## src/design/bbc_pkg.sv

```systemverilog
// shared types and codes for the block buffer cache tag controller
// no dependencies
`timescale 1ns / 1ps

package bbc_pkg;

  typedef logic [2:0] opcode_t;
  typedef logic [1:0] disk_cmd_t;
  typedef logic [1:0] status_t;

  localparam opcode_t OP_GET     = 3'd0;
  localparam opcode_t OP_READ    = 3'd1;
  localparam opcode_t OP_RELEASE = 3'd2;
  localparam opcode_t OP_WRITE   = 3'd3;
  localparam opcode_t OP_DWRITE  = 3'd4;
  localparam opcode_t OP_FLUSH   = 3'd5;

  localparam disk_cmd_t CMD_NONE  = 2'd0;
  localparam disk_cmd_t CMD_READ  = 2'd1;
  localparam disk_cmd_t CMD_WRITE = 2'd2;

  localparam status_t ST_OK     = 2'd0;
  localparam status_t ST_NOFREE = 2'd1;
  localparam status_t ST_FREED  = 2'd2;

  localparam int IDX_BITS = 4;

  typedef struct packed {
    logic      hit;
    disk_cmd_t cmd;
    status_t   status;
    logic      last;
  } res_ctrl_t;

endpackage

```

## src/design/bbc_queue.sv

```systemverilog
// two-entry word queue between the front and back parts
// no package dependencies
`timescale 1ns / 1ps

module bbc_queue #(
  parameter int W = 31
) (
  input  logic         clk,
  input  logic         rst,
  input  logic         push,
  input  logic [W-1:0] push_data,
  input  logic         pop,
  output logic [W-1:0] pop_data,
  output logic         full,
  output logic         empty
);

  logic [W-1:0] slot [2];
  logic         wr_ptr;
  logic         rd_ptr;
  logic [1:0]   fill;

  assign full     = (fill == 2'd2);
  assign empty    = (fill == 2'd0);
  assign pop_data = slot[rd_ptr];

  always_ff @(posedge clk) begin
    if (push) begin
      slot[wr_ptr] <= push_data;
    end
  end

  always_ff @(posedge clk) begin
    if (rst) begin
      wr_ptr <= 1'b0;
      rd_ptr <= 1'b0;
      fill   <= 2'd0;
    end else begin
      if (push) wr_ptr <= ~wr_ptr;
      if (pop) rd_ptr <= ~rd_ptr;
      case ({push, pop})
        2'b10:   fill <= fill + 2'd1;
        2'b01:   fill <= fill - 2'd1;
        default: fill <= fill;
      endcase
    end
  end

endmodule

```

## src/design/bbc_front.sv

```systemverilog
// front part: accepts request words, drops ignored ones, packs the rest
// depends on bbc_pkg
`timescale 1ns / 1ps

module bbc_front #(
  parameter int NUM_BUFFERS = 16,
  parameter int BLOCK_BITS  = 24
) (
  input  logic                      in_valid,
  output logic                      in_stall,
  input  bbc_pkg::opcode_t          opcode,
  input  logic [BLOCK_BITS-1:0]     block_number,
  input  logic [bbc_pkg::IDX_BITS-1:0] buffer_index,
  input  logic                      q_full,
  output logic                      q_push,
  output logic [3+bbc_pkg::IDX_BITS+BLOCK_BITS-1:0] q_data
);
  import bbc_pkg::*;

  logic idx_ok;
  logic keep;

  assign idx_ok = (32'(buffer_index) < 32'(NUM_BUFFERS));

  always_comb begin
    case (opcode)
      OP_GET, OP_READ, OP_FLUSH:       keep = 1'b1;
      OP_RELEASE, OP_WRITE, OP_DWRITE: keep = idx_ok;
      default:                         keep = 1'b0;
    endcase
  end

  assign in_stall = q_full;
  assign q_push   = in_valid && !q_full && keep;
  assign q_data   = {opcode, buffer_index, block_number};

endmodule

```

## src/design/bbc_back.sv

```systemverilog
// back part: tag match, lru list, flag updates and result word register
// depends on bbc_pkg
`timescale 1ns / 1ps

module bbc_back #(
  parameter int NUM_BUFFERS = 16,
  parameter int BLOCK_BITS  = 24
) (
  input  logic                      clk,
  input  logic                      rst,
  input  logic                      q_empty,
  input  logic [3+bbc_pkg::IDX_BITS+BLOCK_BITS-1:0] q_data,
  output logic                      q_pop,
  output logic                      out_valid,
  input  logic                      out_stall,
  output logic [bbc_pkg::IDX_BITS-1:0] granted_buffer,
  output logic                      hit,
  output bbc_pkg::disk_cmd_t        disk_command,
  output logic [BLOCK_BITS-1:0]     disk_block,
  output bbc_pkg::status_t          status,
  output logic                      last
);
  import bbc_pkg::*;

  localparam int IW = $clog2(NUM_BUFFERS);
  localparam int LW = $clog2(NUM_BUFFERS + 1);
  localparam logic [LW-1:0] NIL = LW'(NUM_BUFFERS);

  localparam logic [1:0] S_IDLE  = 2'd0;
  localparam logic [1:0] S_EXEC  = 2'd1;
  localparam logic [1:0] S_READ  = 2'd2;
  localparam logic [1:0] S_FLUSH = 2'd3;

  logic [1:0]            state;
  logic [NUM_BUFFERS-1:0] valid_bits;
  logic [NUM_BUFFERS-1:0] dirty;
  logic [NUM_BUFFERS-1:0] done;
  logic [NUM_BUFFERS-1:0] on_list;
  logic [BLOCK_BITS-1:0] tag [NUM_BUFFERS];
  logic [LW-1:0]         link_tail [NUM_BUFFERS];
  logic [LW-1:0]         link_head [NUM_BUFFERS];
  logic [LW-1:0]         head;
  logic [LW-1:0]         tail;
  logic [LW-1:0]         count;

  opcode_t               cur_op;
  logic [IW-1:0]         cur_idx;
  logic [BLOCK_BITS-1:0] cur_blk;
  logic [IW-1:0]         sel;

  logic                  out_free;
  logic                  found;
  logic [IW-1:0]         m;
  logic                  hd;
  logic                  have_free;
  logic [IW-1:0]         vic;
  logic                  un_en;
  logic [IW-1:0]         un_idx;
  logic [LW-1:0]         un_p;
  logic [LW-1:0]         un_nx;

  logic                  em_valid;
  logic [IW-1:0]         em_buf;
  logic [BLOCK_BITS-1:0] em_blk;
  res_ctrl_t             em_ctrl;

  assign out_free  = !out_valid || !out_stall;
  assign q_pop     = (state == S_IDLE) && !q_empty;
  assign have_free = (count != '0) && (head < NIL);
  assign vic       = head[IW-1:0];

  always_comb begin
    found = 1'b0;
    m     = '0;
    for (int k = NUM_BUFFERS - 1; k >= 0; k--) begin
      if (valid_bits[k] && (tag[k] == cur_blk)) begin
        found = 1'b1;
        m     = IW'(k);
      end
    end
  end

  always_comb begin
    hd = 1'b0;
    for (int k = 0; k < NUM_BUFFERS; k++) begin
      if (dirty[k] && (IW'(k) > sel)) hd = 1'b1;
    end
  end

  assign un_en  = (state == S_EXEC) && out_free
                  && ((cur_op == OP_GET) || (cur_op == OP_READ))
                  && (found ? on_list[m] : have_free);
  assign un_idx = found ? m : vic;
  assign un_p   = link_head[un_idx];
  assign un_nx  = link_tail[un_idx];

  always_comb begin
    em_valid = 1'b0;
    em_buf   = '0;
    em_blk   = '0;
    em_ctrl  = '{hit: 1'b0, cmd: CMD_NONE, status: ST_OK, last: 1'b0};
    case (state)
      S_EXEC: begin
        if (out_free) begin
          case (cur_op)
            OP_GET, OP_READ: begin
              if (found) begin
                if ((cur_op == OP_GET) || done[m]) begin
                  em_valid     = 1'b1;
                  em_buf       = m;
                  em_ctrl.hit  = 1'b1;
                  em_ctrl.last = 1'b1;
                end
              end else if (!have_free) begin
                em_valid       = 1'b1;
                em_ctrl.status = ST_NOFREE;
                em_ctrl.last   = 1'b1;
              end else if (dirty[vic]) begin
                em_valid     = 1'b1;
                em_buf       = vic;
                em_ctrl.cmd  = CMD_WRITE;
                em_blk       = tag[vic];
                em_ctrl.last = (cur_op == OP_GET);
              end else if (cur_op == OP_GET) begin
                em_valid     = 1'b1;
                em_buf       = vic;
                em_ctrl.last = 1'b1;
              end
            end
            OP_RELEASE, OP_WRITE, OP_DWRITE: begin
              em_valid       = 1'b1;
              em_buf         = cur_idx;
              em_ctrl.status = on_list[cur_idx] ? ST_FREED : ST_OK;
              em_ctrl.last   = 1'b1;
              if (cur_op == OP_WRITE) begin
                em_ctrl.cmd = CMD_WRITE;
                em_blk      = tag[cur_idx];
              end
            end
            OP_FLUSH: begin
              if (dirty == '0) begin
                em_valid     = 1'b1;
                em_ctrl.last = 1'b1;
              end
            end
            default: em_valid = 1'b0;
          endcase
        end
      end
      S_READ: begin
        if (out_free) begin
          em_valid     = 1'b1;
          em_buf       = sel;
          em_ctrl.cmd  = CMD_READ;
          em_blk       = cur_blk;
          em_ctrl.last = 1'b1;
        end
      end
      S_FLUSH: begin
        if (out_free && dirty[sel]) begin
          em_valid     = 1'b1;
          em_buf       = sel;
          em_ctrl.cmd  = CMD_WRITE;
          em_blk       = tag[sel];
          em_ctrl.last = !hd;
        end
      end
      default: em_valid = 1'b0;
    endcase
  end

  // result word register
  always_ff @(posedge clk) begin
    if (rst) begin
      out_valid <= 1'b0;
    end else if (em_valid) begin
      out_valid <= 1'b1;
    end else if (!out_stall) begin
      out_valid <= 1'b0;
    end
  end

  always_ff @(posedge clk) begin
    if (em_valid) begin
      granted_buffer <= IDX_BITS'(em_buf);
      hit            <= em_ctrl.hit;
      disk_command   <= em_ctrl.cmd;
      disk_block     <= em_blk;
      status         <= em_ctrl.status;
      last           <= em_ctrl.last;
    end
  end

  always_ff @(posedge clk) begin
    if (q_pop) begin
      cur_op  <= q_data[3+IDX_BITS+BLOCK_BITS-1 -: 3];
      cur_idx <= IW'(q_data[IDX_BITS+BLOCK_BITS-1 -: IDX_BITS]);
      cur_blk <= q_data[BLOCK_BITS-1:0];
    end
    if ((state == S_EXEC) && out_free && !found && have_free
        && ((cur_op == OP_GET) || (cur_op == OP_READ))) begin
      tag[vic] <= cur_blk;
    end
  end

  always_ff @(posedge clk) begin
    if (rst) begin
      state      <= S_IDLE;
      sel        <= '0;
      valid_bits <= '0;
      dirty      <= '0;
      done       <= '0;
      on_list    <= '1;
      head       <= '0;
      tail       <= LW'(NUM_BUFFERS - 1);
      count      <= LW'(NUM_BUFFERS);
      for (int i = 0; i < NUM_BUFFERS; i++) begin
        link_tail[i] <= LW'(i + 1);
        link_head[i] <= (i == 0) ? NIL : LW'(i - 1);
      end
    end else begin
      case (state)
        S_IDLE: begin
          if (q_pop) state <= S_EXEC;
        end
        S_EXEC: begin
          if (out_free) begin
            case (cur_op)
              OP_GET, OP_READ: begin
                if (found) begin
                  if ((cur_op == OP_GET) || done[m]) begin
                    state <= S_IDLE;
                  end else begin
                    sel   <= m;
                    state <= S_READ;
                  end
                end else if (!have_free) begin
                  state <= S_IDLE;
                end else begin
                  dirty[vic]      <= 1'b0;
                  done[vic]       <= 1'b0;
                  valid_bits[vic] <= 1'b1;
                  sel             <= vic;
                  state           <= (cur_op == OP_READ) ? S_READ : S_IDLE;
                end
              end
              OP_RELEASE, OP_WRITE, OP_DWRITE: begin
                if (cur_op == OP_WRITE) begin
                  dirty[cur_idx] <= 1'b0;
                  done[cur_idx]  <= 1'b1;
                end else if (cur_op == OP_DWRITE) begin
                  dirty[cur_idx] <= 1'b1;
                  done[cur_idx]  <= 1'b1;
                end
                if (!on_list[cur_idx]) begin
                  link_head[cur_idx] <= (count != '0) ? tail : NIL;
                  link_tail[cur_idx] <= NIL;
                  if (count == '0) begin
                    head <= LW'(cur_idx);
                  end else if (tail < NIL) begin
                    link_tail[tail[IW-1:0]] <= LW'(cur_idx);
                  end
                  tail             <= LW'(cur_idx);
                  count            <= count + 1'b1;
                  on_list[cur_idx] <= 1'b1;
                end
                state <= S_IDLE;
              end
              OP_FLUSH: begin
                sel   <= '0;
                state <= (dirty == '0) ? S_IDLE : S_FLUSH;
              end
              default: state <= S_IDLE;
            endcase
          end
        end
        S_READ: begin
          if (out_free) begin
            done[sel] <= 1'b1;
            state     <= S_IDLE;
          end
        end
        S_FLUSH: begin
          if (!dirty[sel]) begin
            sel <= sel + 1'b1;
          end else if (out_free) begin
            dirty[sel] <= 1'b0;
            done[sel]  <= 1'b1;
            if (hd) begin
              sel <= sel + 1'b1;
            end else begin
              state <= S_IDLE;
            end
          end
        end
        default: state <= S_IDLE;
      endcase

      // list unlink for a get or read
      if (un_en) begin
        if (LW'(un_idx) == head) begin
          head <= un_nx;
        end else if (un_p < NIL) begin
          link_tail[un_p[IW-1:0]] <= un_nx;
        end
        if (LW'(un_idx) == tail) begin
          tail <= un_p;
        end else if (un_nx < NIL) begin
          link_head[un_nx[IW-1:0]] <= un_p;
        end
        link_head[un_idx] <= NIL;
        link_tail[un_idx] <= NIL;
        on_list[un_idx]   <= 1'b0;
        if (count != '0) count <= count - 1'b1;
      end
    end
  end

endmodule

```

## src/design/block_buffer_cache_lru.sv

```systemverilog
// channel  | handshake            | fields
// input    | in_valid / in_stall   | opcode, block_number, buffer_index
// result   | out_valid / out_stall | granted_buffer, hit, disk_command, disk_block,
//          |                       | status, last
//
// get, release, write and delayed write pass from the queue through the idle and exec states
// to the result word register; a read that fetches goes on through the read state; flush
// walks the dirty flags in index order up to the highest dirty one, one word per dirty buffer.
// a two-entry queue takes requests while the back part works; no clearing pass.
// rst is synchronous, empties the queue and the result register, puts every buffer on the lru list.
// a stalled result word holds, and the back part waits on it.
// top level of the block buffer cache tag controller; depends on bbc_pkg,
// bbc_front, bbc_queue and bbc_back
`timescale 1ns / 1ps

module block_buffer_cache_lru #(
  parameter int NUM_BUFFERS = 16,
  parameter int BLOCK_BITS  = 24
) (
  input  logic                      clk,
  input  logic                      rst,
  input  logic                      in_valid,
  output logic                      in_stall,
  input  bbc_pkg::opcode_t          opcode,
  input  logic [BLOCK_BITS-1:0]     block_number,
  input  logic [bbc_pkg::IDX_BITS-1:0] buffer_index,
  output logic                      out_valid,
  input  logic                      out_stall,
  output logic [bbc_pkg::IDX_BITS-1:0] granted_buffer,
  output logic                      hit,
  output bbc_pkg::disk_cmd_t        disk_command,
  output logic [BLOCK_BITS-1:0]     disk_block,
  output bbc_pkg::status_t          status,
  output logic                      last
);
  import bbc_pkg::*;

  localparam int QW = 3 + IDX_BITS + BLOCK_BITS;

  logic          q_full;
  logic          q_empty;
  logic          q_push;
  logic          q_pop;
  logic [QW-1:0] q_in;
  logic [QW-1:0] q_out;

  bbc_front #(
    .NUM_BUFFERS(NUM_BUFFERS),
    .BLOCK_BITS (BLOCK_BITS)
  ) u_front (
    .in_valid    (in_valid),
    .in_stall    (in_stall),
    .opcode      (opcode),
    .block_number(block_number),
    .buffer_index(buffer_index),
    .q_full      (q_full),
    .q_push      (q_push),
    .q_data      (q_in)
  );

  bbc_queue #(
    .W(QW)
  ) u_queue (
    .clk      (clk),
    .rst      (rst),
    .push     (q_push),
    .push_data(q_in),
    .pop      (q_pop),
    .pop_data (q_out),
    .full     (q_full),
    .empty    (q_empty)
  );

  bbc_back #(
    .NUM_BUFFERS(NUM_BUFFERS),
    .BLOCK_BITS (BLOCK_BITS)
  ) u_back (
    .clk           (clk),
    .rst           (rst),
    .q_empty       (q_empty),
    .q_data        (q_out),
    .q_pop         (q_pop),
    .out_valid     (out_valid),
    .out_stall     (out_stall),
    .granted_buffer(granted_buffer),
    .hit           (hit),
    .disk_command  (disk_command),
    .disk_block    (disk_block),
    .status        (status),
    .last          (last)
  );

endmodule

```

## config.mk

```make
export PLATFORM = sky130hd
export DESIGN_NAME = block_buffer_cache_lru
export DESIGN_NICKNAME = d
export VERILOG_FILES = /design/src/design/bbc_pkg.sv /design/src/design/bbc_queue.sv /design/src/design/bbc_front.sv /design/src/design/bbc_back.sv /design/src/design/block_buffer_cache_lru.sv
export SDC_FILE = /design/constraint.sdc
export NUM_CORES = 2
export LEC_CHECK = 0
export ABC_AREA = 1
export BUFFER_PORTS_ARGS = -buffer_cell sky130_fd_sc_hd__buf_2
export CAP_MARGIN = 20
export CORE_ASPECT_RATIO = 0.75
export CORE_MARGIN = 5
export CORE_UTILIZATION = 25
export DETAILED_ROUTE_END_ITERATION = 6
export PLACE_DENSITY = 0.5
export SYNTH_ARGS = -nofsm -noshare
export SYNTH_HDL_FRONTEND = slang
export SYNTH_SLANG_ARGS = --single-unit
```

## constraint.sdc

```tcl
create_clock -name clk -period 4.3 [get_ports clk]
set_clock_uncertainty 0.05 [all_clocks]
set_input_delay 0 -clock clk [delete_from_list [all_inputs] [get_ports clk]]
set_output_delay 0 -clock clk [all_outputs]
set_load 0.02 [all_outputs]
```

==> results.toml <==
[floorplanning]
die-area_um2 = 190000
die_h_um = 379
placementRows = 135
start_util_pct = 25.1
dieWidth_um = 502
core-area_um2 = 181000
boundaryPins = 71

[worst_setup_path]
crit_top_cell = "nand2_2"
worstPathArrival_ps = 5570
cpPeakStageDelay_ps = 490
setup.worst_path.start_class = "flip-flop"
critical_path_class = "flip-flop to flip-flop"
critPathCaptureType = "flip-flop"
slowest_stage = "edfxtp_1"
crit_fanout = 8
crit_required_ps = 4670
reg2reg_depth = 39

[global_routing]
grtUsageTotal_pct = 25.7
grt_overflow = 0
first_global_vias = 46300
grt_max_degree = 83
busiest_layer = "met1"
met3_usage_pct = 11.2
grt_pass1_wl_mm = 352
antenna_found_initial = 12
gr-usage-met2_pct = 33.1
met1_usage_pct = 37.5

[final_layout]
drive_gt1_share_pct = 25.9
multi_input_area_um2 = 21500
register_area_um2 = 21200
area_growth_pct = 38.7
nets = 6867
post-route-util_pct = 34.9
fillers = 18600

[clocking]
clkSlewWorstSetupHoldPaths_ps = 60
cts_root_buf = "clkbuf_16"
tritoncts = "built"
clkLatencyLatePin_ps = 770
numCtsBuffers = 92
cts.htree.levels = 3
cts_max_path_buffers = 3
cts.sinks = 765

[placed_design]
io_buffers = 70
hpwl_mm = 186
gp_congestion = 1.06

[pwr]
combPwrFrac_pct = 53.8
ir_drop_uv = 360
netSwitchingFraction_pct = 47.4
power_frac_clock_pct = 21.0
p_int_mw = 20.5
p_leak_nw = 25.5
p_seq_share_pct = 25.2
powerDensity_nw_per_um2 = 618
p_switching_mw = 18.5

[synth]
synth_edf_count = 591
synth_area_per_cell_um2 = 7.96
yosys_register_bits = 765
yosysSeqAreaShare_pct = 46.8
synthFlopType = "edfxtp_1"
yosysWarnings = 0
synthDistinctLibCells = 63
postSynth.asyncResetShare_pct = 0
syn_nets = 5749
synth_area_um2 = 45400
synth_cells = 5707

[timing]
tightest_slew_ps = 1220
slew_headroom_pct = 17.7
period_share_pct = 121
fmax_ghz = 0.192
grt_setup_unrepaired = "true"
layout_setup_ws_ps = -904
timing.hold.ws_ps = 248
period_needed_ps = 5200
setup_viol = 315
hold_violations = 0
finalMaxSlewViolations = 0

[outcome]
failed_checks = "DRC, setup timing"
status = "finished with violations"

[drt]
vias = 51500
post-route-drc-count = 16
postRouteAntennaNets = 0
drtIter0Drc = 8678
wl_mm = 256
via_per_inst = 5.54
drtPass1Iterations = 7
wl_per_cell_um = 27.5

[min_path]
hold_class = "input port to flip-flop"
holdPathStages = 6

[flow_run]
maxCapViolations = 0
-- path summary, 6_finish.rpt --
kind	slack, ps	endpoint	start
setup / recovery	-900	u_back.link_tail[14][3]	u_back.cur_blk[11]
hold / removal	250	u_queue.wr_ptr	in_valid
hold reg to reg	410	u_back.valid_bits[3]	u_back.valid_bits[3]
setup reg to reg	-900	u_back.link_tail[14][3]	u_back.cur_blk[11]
-- power groups by stage --
| stage | registers [mW] | logic (mW) | clock network (mW) |
|---|---|---|---|
| floorplan | 10.0 | 8.37 | 0 |
| global placement | 9.95 | 18.8 | 0 |
| detailed placement | 9.96 | 18.8 | 0 |
| CTS | 9.78 | 19.5 | 8.33 |
| global route | 9.85 | 21.4 | 8.58 |
| finish | 9.80 | 21.0 | 8.19 |
-- sequential cells by signal, summed over array words and instances (netlist names), 16 cells and up, named ones only --
register,flops
u_back.tag,384
u_back.link_head,80
u_back.link_tail,80
u_queue.slot,62
u_back.cur_blk,24
u_back.disk_block,24
u_back.done,16
u_back.on_list,16
u_back.valid_bits,16
-- synthesized netlist by cell type (10+ instances only) --
| master | instances | area [um2] |
|---|---|---|
| a22oi_1 | 21 | 158 |
| nand3_1 | 309 | 1550 |
| buf_2 | 56 | 280 |
| nand4_1 | 87 | 544 |
| o2111ai_1 | 12 | 105 |
| o21a_1 | 13 | 97.6 |
| a221oi_1 | 27 | 236 |
| nor2_1 | 373 | 1400 |
| a22o_1 | 16 | 140 |
| inv_2 | 39 | 146 |
| a211oi_1 | 18 | 135 |
| nor2_4 | 15 | 169 |
| xor2_1 | 60 | 526 |
| o21ai_0 | 700 | 3500 |
| inv_1 | 537 | 2020 |
| buf_4 | 35 | 263 |
| o211ai_1 | 86 | 646 |
| xnor2_1 | 45 | 394 |
| nor2_2 | 18 | 113 |
| o22ai_1 | 382 | 2390 |
| clkinv_1 | 12 | 45.0 |
| o221ai_1 | 40 | 350 |
| dfxtp_1 | 174 | 3480 |
| nor3_1 | 61 | 305 |
| o21ai_1 | 28 | 140 |
| clkbuf_1 | 233 | 875 |
| buf_6 | 10 | 113 |
| nand2_2 | 24 | 150 |
| buf_1 | 18 | 67.6 |
| a21oi_1 | 277 | 1390 |
| nor4_1 | 29 | 181 |
| a41oi_1 | 22 | 193 |
| a31oi_1 | 18 | 113 |
| edfxtp_1 | 591 | 17700 |
| nand2_1 | 1238 | 4650 |
-- routing by layer --
| layer | vias to the layer above | routed length [um] |
|---|---|---|
| li1 | 22400 | - |
| met1 | 24800 | 110000 |
| met2 | 3870 | 93900 |
| met3 | 525 | 42300 |
| met4 | 14 | 9320 |
| met5 | - | 477 |
-- cell usage in the layout, fill, tap and decap left out, drive strengths merged, types with 18 or more instances in the layout --
cell         synthesis  layout
nand4               87      87
nor4                29      29
nor3                63      63
o22ai              382     382
a31oi               18      18
o221ai              40      40
buf                119    1309
nor2               408     409
dfxtp              174     174
clkbuf             233     114
a21oi              279     279
edfxtp             591     591
a22oi               21      21
xnor2               45      45
o211ai              86      86
nand3              315     315
xor2                60      60
dlygate4sd3          0      65
inv                577     583
a211oi              18      18
a41oi               22      22
a221oi              29      29
clkinv              12      47
nand2             1270    1270
o21ai              735     735
-- area by class of cell --
type / count / share of cell area, %
Antenna cell: 6 / 0.0238
Clock buffer: 113 / 3.89
Clock inverter: 58 / 1.02
Inverter: 589 / 3.65
Multi-Input combinational cell: 4002 / 34.2
Sequential cell: 765 / 33.7
Tap cell: 2397 / 4.76
Timing Repair Buffer: 1375 / 18.8
-- through the flow --
step           total power [mW]  std cells  instance area (um2)  TNS (ps)  setup WS (ps)
2_1_floorplan              18.4       5707                45700         0         0.0990
5_1_grt                    39.8       9300                63000   -298330          -1090
6_report                   39.0       9305                63000   -215340           -904
4_1_cts                    37.6       9282                62400   -154900           -715
3_5_place_dp               28.8       9008                57500   -554390          -1790
3_3_place_gp               28.8       9008                57500   -565260          -1780
-- cells by family (layout without fill, tap and decap cells) --
group / after synthesis / in the layout / share of synthesized area [%]
compound gates: 1692 / 1692 / 21.8
buf+inv: 941 / 2135 / 8.40
mux: 2 / 2 / 0.0496
xor+xnor: 105 / 105 / 2.03
fa+ha+maj: 7 / 7 / 0.193
flops: 765 / 765 / 46.8
simple gates: 2195 / 2196 / 20.8
other cells: 0 / 6 / 0
-- timing repair --
| action | CTS | global route |
|---|---|---|
| setup buffers | 38 | 16 |
| cloned | 1 | 1 |
| pin swaps | 46 | 78 |
| hold buffers | 65 | 0 |
| setup endpoints to repair | 722 | 535 |
| endpoints found under the hold margin | 146 | 0 |
| gates resized for setup | 177 | 118 |
-- critical path: cells and delay by family, from the launching register on --
family,cells,cell delay (ps)
AND/OR/NAND/NOR,28,2790
flip-flops,1,490
buffers and inverters,8,1080
AO/OA/AOI/OAI,3,400
Power figures use the tool's default switching activity.
